### src/rtl/ccrs_map.sv
module ccrs_map (
  input  logic        clk_i,
  input  logic        rst_ni,
  input  logic        start_i,
  input  logic [31:0] phase_i,
  input  logic [39:0] gain_i,
  input  logic [31:0] offset_i,
  output logic [31:0] phase_o
);

  logic [31:0] p_q;
  logic        s1_q, s2_q;
  logic [63:0] lo_prod_q;
  logic [31:0] res_q;
  logic [39:0] hi_prod;

  assign hi_prod = 40'(gain_i[39:32] * p_q);

  always_ff @(posedge clk_i or negedge rst_ni) begin
    if (!rst_ni) begin
      s1_q <= 1'b0;
      s2_q <= 1'b0;
    end else begin
      s1_q <= start_i;
      s2_q <= s1_q;
    end
  end

  always_ff @(posedge clk_i) begin
    if (start_i) p_q <= phase_i;
    if (s1_q) lo_prod_q <= 64'(gain_i[31:0]) * 64'(p_q);
    if (s2_q) res_q <= hi_prod[31:0] + lo_prod_q[63:32] + offset_i;
  end

  assign phase_o = res_q;

endmodule

### config.mk
export PLATFORM = sky130hd
export DESIGN_NAME = ccrs_map
export DESIGN_NICKNAME = d
export VERILOG_FILES = /design/src/rtl/ccrs_map.sv
export SDC_FILE = /design/constraint.sdc
export NUM_CORES = 2
export LEC_CHECK = 0
export BUFFER_PORTS_ARGS = -buffer_cell sky130_fd_sc_hd__buf_2
export CAP_MARGIN = 0
export CORE_ASPECT_RATIO = 2
export CORE_MARGIN = 5
export CORE_UTILIZATION = 60
export CTS_CLUSTER_SIZE = 24
export DETAILED_ROUTE_END_ITERATION = 16
export GPL_TIMING_DRIVEN = 0
export PLACE_DENSITY = 0.74
export SETUP_SLACK_MARGIN = 0.02
export SYNTH_ARGS = -nofsm -noshare
export SYNTH_HDL_FRONTEND = slang
export SYNTH_SLANG_ARGS = --single-unit
### constraint.sdc
create_clock -name clk_i -period 8.88 [get_ports clk_i]
set_input_delay 0.444 -clock clk_i [delete_from_list [all_inputs] [get_ports clk_i]]
set_output_delay 0.444 -clock clk_i [all_outputs]
set_load 0.02 [all_outputs]
==> reports/results.ini <==
[outcome]
outcome=complete, but fails checks
violations=capacitance limit, setup timing

[worst_setup_path]
cp_cell_sequence=clkdlybuf4s15_1, and2_1, fa_1, fa_1, fa_1, fa_1, fa_1, fa_1, fa_1, fa_1, ha_1, and3_1, buf_2, nor3b_1, a32oi_1, nand3_1, o21ai_4, o31ai_4, a31oi_1, o21ai_1, xnor2_1
cp_top_family=adder cells
slowest_stage=clkdlybuf4s15_1
startpoint_type=flip-flop
path_common_cell=fa_1
path_depth=21
r2r-end=lo_prod_q[51]
cp.arrival_ps=9160
critPathMaxFanout=10
cp.buffers_inverters=2
r2r_cells=21
endpoint_kind=flip-flop
critical_path_required_ps=9030
critPathKind=reg2reg
reg2reg_slack_ps=-130
critPathMaxStageDelay_ps=850
reg2reg_from=p_q[31]

[floorplan]
start_util_pct=60.6
die-height_um=391
io_pins=139
dieWidth_um=200
row_count=139
dieArea_sq_um=78300
core_region_area_sq_um=71800

[timing]
fmax_mhz=111
rsz0062_at_grt=true
hold_viol=0
finalClockSkew_ps=16.7
drv_slew=0
fin_crit_sh_pct=101
period_needed_ps=9010
tightest_slew_ps=1500
setup_viol=5
slew_headroom_pct=0.315
setup_ws_ps=-126

[worst_hold_path]
holdPathEnd=p_q[1]
min_from=phase_i[1]
whs_path_depth=1
hold_path_class=in2reg

[global_routing]
grt_pass1_vias=37500
overflow=0
grt_max_degree=34
track_usage_pct=45.5
antenna_found_initial=25
grt_pass1_wl_um=249000

[logic_synthesis]
synth.avg_cell_area_sq_um=9.52
synth_async_sr_flop_share_pct=2.04
yosys-top-cells-area=fa_1 51%, and2_1 10%, inv_1 9.3%, ha_1 8.8%, edfxtp_1 6.6%
netlist_area_sq_um=43500
yosys_warnings=0
synthFlopType=edfxtp_1
synth.distinct_cells=56
synth_edf_count=96
synth_cells=4569
yosysTopAreaCellShare_pct=51.0
yosysSeqAreaShare_pct=6.74
yosysTopAreaCell=fa_1
ys_seq_elements=98
syn-num-nets=6091

[detailed_routing]
drtIter0Drc=3228
post_drt_wl_per_cell_um=31.0
antenna_left=0
vias_per_cell=6.14
drc=0
wl_um=176000
num_vias=34700
drt_pass1_iterations=5

[cts]
clock_latency_ps=420
cts_made_buffers=9
tritoncts=done
cts_buffer_depth=2
h-tree-depth=3
cts.sinks=98
clockRootBuffer=clkbuf_16
clk_pin_slew_ps=80

[job]
maxCapViolations=1

[finish]
syn2layout_area_growth_pct=5.53
layout-drive-gt1-share_pct=5.10
layout.nets=6241

[placement]
place_congestion=1.08
place_ws_ps=-1080
io_buffers=138
dp_hpwl_um=143000

[per-stage QoR]
stage               setup TNS [ps]  util, %  instances  cell area [sq um]  hold slack, ps
finish                        -284     63.9       5657              45900             198
global placement            -11170     63.1       5623              45300             228
floorplan                        0        -       4569              43500             148
global route                 -3.84     63.9       5642              45900             199
detailed placement          -13640     63.1       5623              45300             230
CTS                              0     63.7       5641              45800             184
[sequential cells by signal, indices dropped and copies added, names as in the netlist]
name and count:
phase_o 32, s1_q 1, s2_q 1, lo_prod_q 32, p_q 32
[worst max path at each step]
stage | startpoint | endpoint | slack (ps)
after detailed placement | gain_i[8] | lo_prod_q[60] | -1080
after CTS | p_q[2] | lo_prod_q[60] | 20
after global placement | gain_i[8] | lo_prod_q[60] | -1000
final | p_q[31] | lo_prod_q[51] | -130
after floorplan | gain_i[16] | lo_prod_q[63] | 1590
after global routing | p_q[14] | lo_prod_q[51] | -4
[worst register-to-register path, stage by stage, from the launching register on]
cell	delay, ps
edfxtp_1	820
clkdlybuf4s15_1	860
and2_1	260
fa_1	450
fa_1	510
fa_1	430
fa_1	510
fa_1	430
fa_1	520
fa_1	430
fa_1	490
ha_1	390
and3_1	170
buf_2	210
nor3b_1	190
a32oi_1	290
nand3_1	180
o21ai_4	430
o31ai_4	190
a31oi_1	430
o21ai_1	130
xnor2_1	420
[cells in the mapped netlist, types with 2 or more instances]
library cell / count
fa_1: 1109
inv_1: 1079
and2_1: 703
nand2_1: 590
ha_1: 306
clkbuf_1: 249
edfxtp_1: 96
a21oi_1: 67
xnor2_1: 51
a21o_1: 45
nor2_1: 35
o21ai_0: 34
nand3_1: 24
xor2_1: 23
o21bai_1: 13
o21a_1: 12
a211oi_1: 11
and3_1: 11
nor3_1: 11
a31oi_1: 10
nand4_1: 10
and4_1: 6
nor2b_1: 6
o211ai_1: 5
o21ai_1: 5
a221oi_1: 4
o2111ai_1: 4
a2111oi_2: 3
a21boi_0: 3
a221o_1: 3
mux2i_1: 3
nand2b_1: 3
o31a_1: 3
or2_2: 3
or3_1: 3
a211o_1: 2
a21boi_1: 2
buf_2: 2
dfrtp_1: 2
o21ai_2: 2
[placed cells by master (no fill, tap or decap), types with 4 or more instances in the layout]
cell type / instances
a211oi_1: 8
nand3_1: 24
o21ai_0: 33
clkdlybuf4s15_1: 5
clkbuf_16: 9
and3_1: 11
nand4_1: 10
clkbuf_2: 48
and2_1: 703
xor2_1: 23
clkbuf_4: 5
nor3_1: 10
fa_1: 1109
xnor2_1: 50
ha_1: 306
inv_1: 1078
nand2_1: 590
a21o_1: 45
buf_2: 142
a21oi_1: 67
nor2_1: 35
clkbuf_1: 184
edfxtp_1: 96
a31oi_1: 8
diode_2: 17
o21bai_1: 13
o2111ai_1: 4
and4_1: 6
o211ai_1: 5
nor2b_1: 6
o21ai_1: 6
o21a_1: 12
[logic make-up (layout without fill, tap and decap cells)]
| logic type | Yosys count | after routing | share of synthesized area [%] |
|---|---|---|---|
| other | 0 | 17 | 0 |
| muxes | 3 | 3 | 0.0690 |
| and+or+nand+nor | 1409 | 1409 | 16.6 |
| adders and majority gates | 1415 | 1415 | 59.8 |
| DFF | 98 | 98 | 6.74 |
| AOI/OAI and AO/OA | 240 | 240 | 3.77 |
| buffers and inverters | 1330 | 1485 | 11.5 |
| xor gates and xnor gates | 74 | 74 | 1.49 |
[routing by layer]
| layer | part of all wire [%] | routed length [um] | track usage [%] | up-vias |
|---|---|---|---|---|
| met2 | 47 | 81800 | 73.4 | 2428 |
| met1 | 28 | 50000 | 45.7 | 17600 |
| met4 | 15 | 26000 | 49.1 | 4 |
| met5 | 0.012 | 21 | 0 | - |
| met3 | 10 | 17700 | 11.7 | 1110 |
| li1 | - | - | - | 13600 |
[final cells by class]
cell class	instances	area, sq um
Inverter	1079	4050
Tap cell	916	1150
Timing Repair Buffer	143	743
Multi-Input combinational cell	3141	35700
Fill cell	6193	25900
Antenna cell	17	42.5
Buffer	247	1040
Sequential cell	98	2940
Clock buffer	9	225
Clock inverter	7	46.3
[repair_timing]
| action | in CTS | in global routing |
|---|---|---|
| cloned | 0 | 0 |
| hold buffers | 1 | 0 |
| endpoints found under the setup margin | 25 | 16 |
| resized for setup | 44 | 82 |
| endpoints found under the hold margin | 2 | 0 |
| setup buffers | 4 | 0 |
| pin swaps | 3 | 3 |
Power is not shown: default switching activity piles up to over one toggle a cycle in this logic, so the estimate is an artifact.
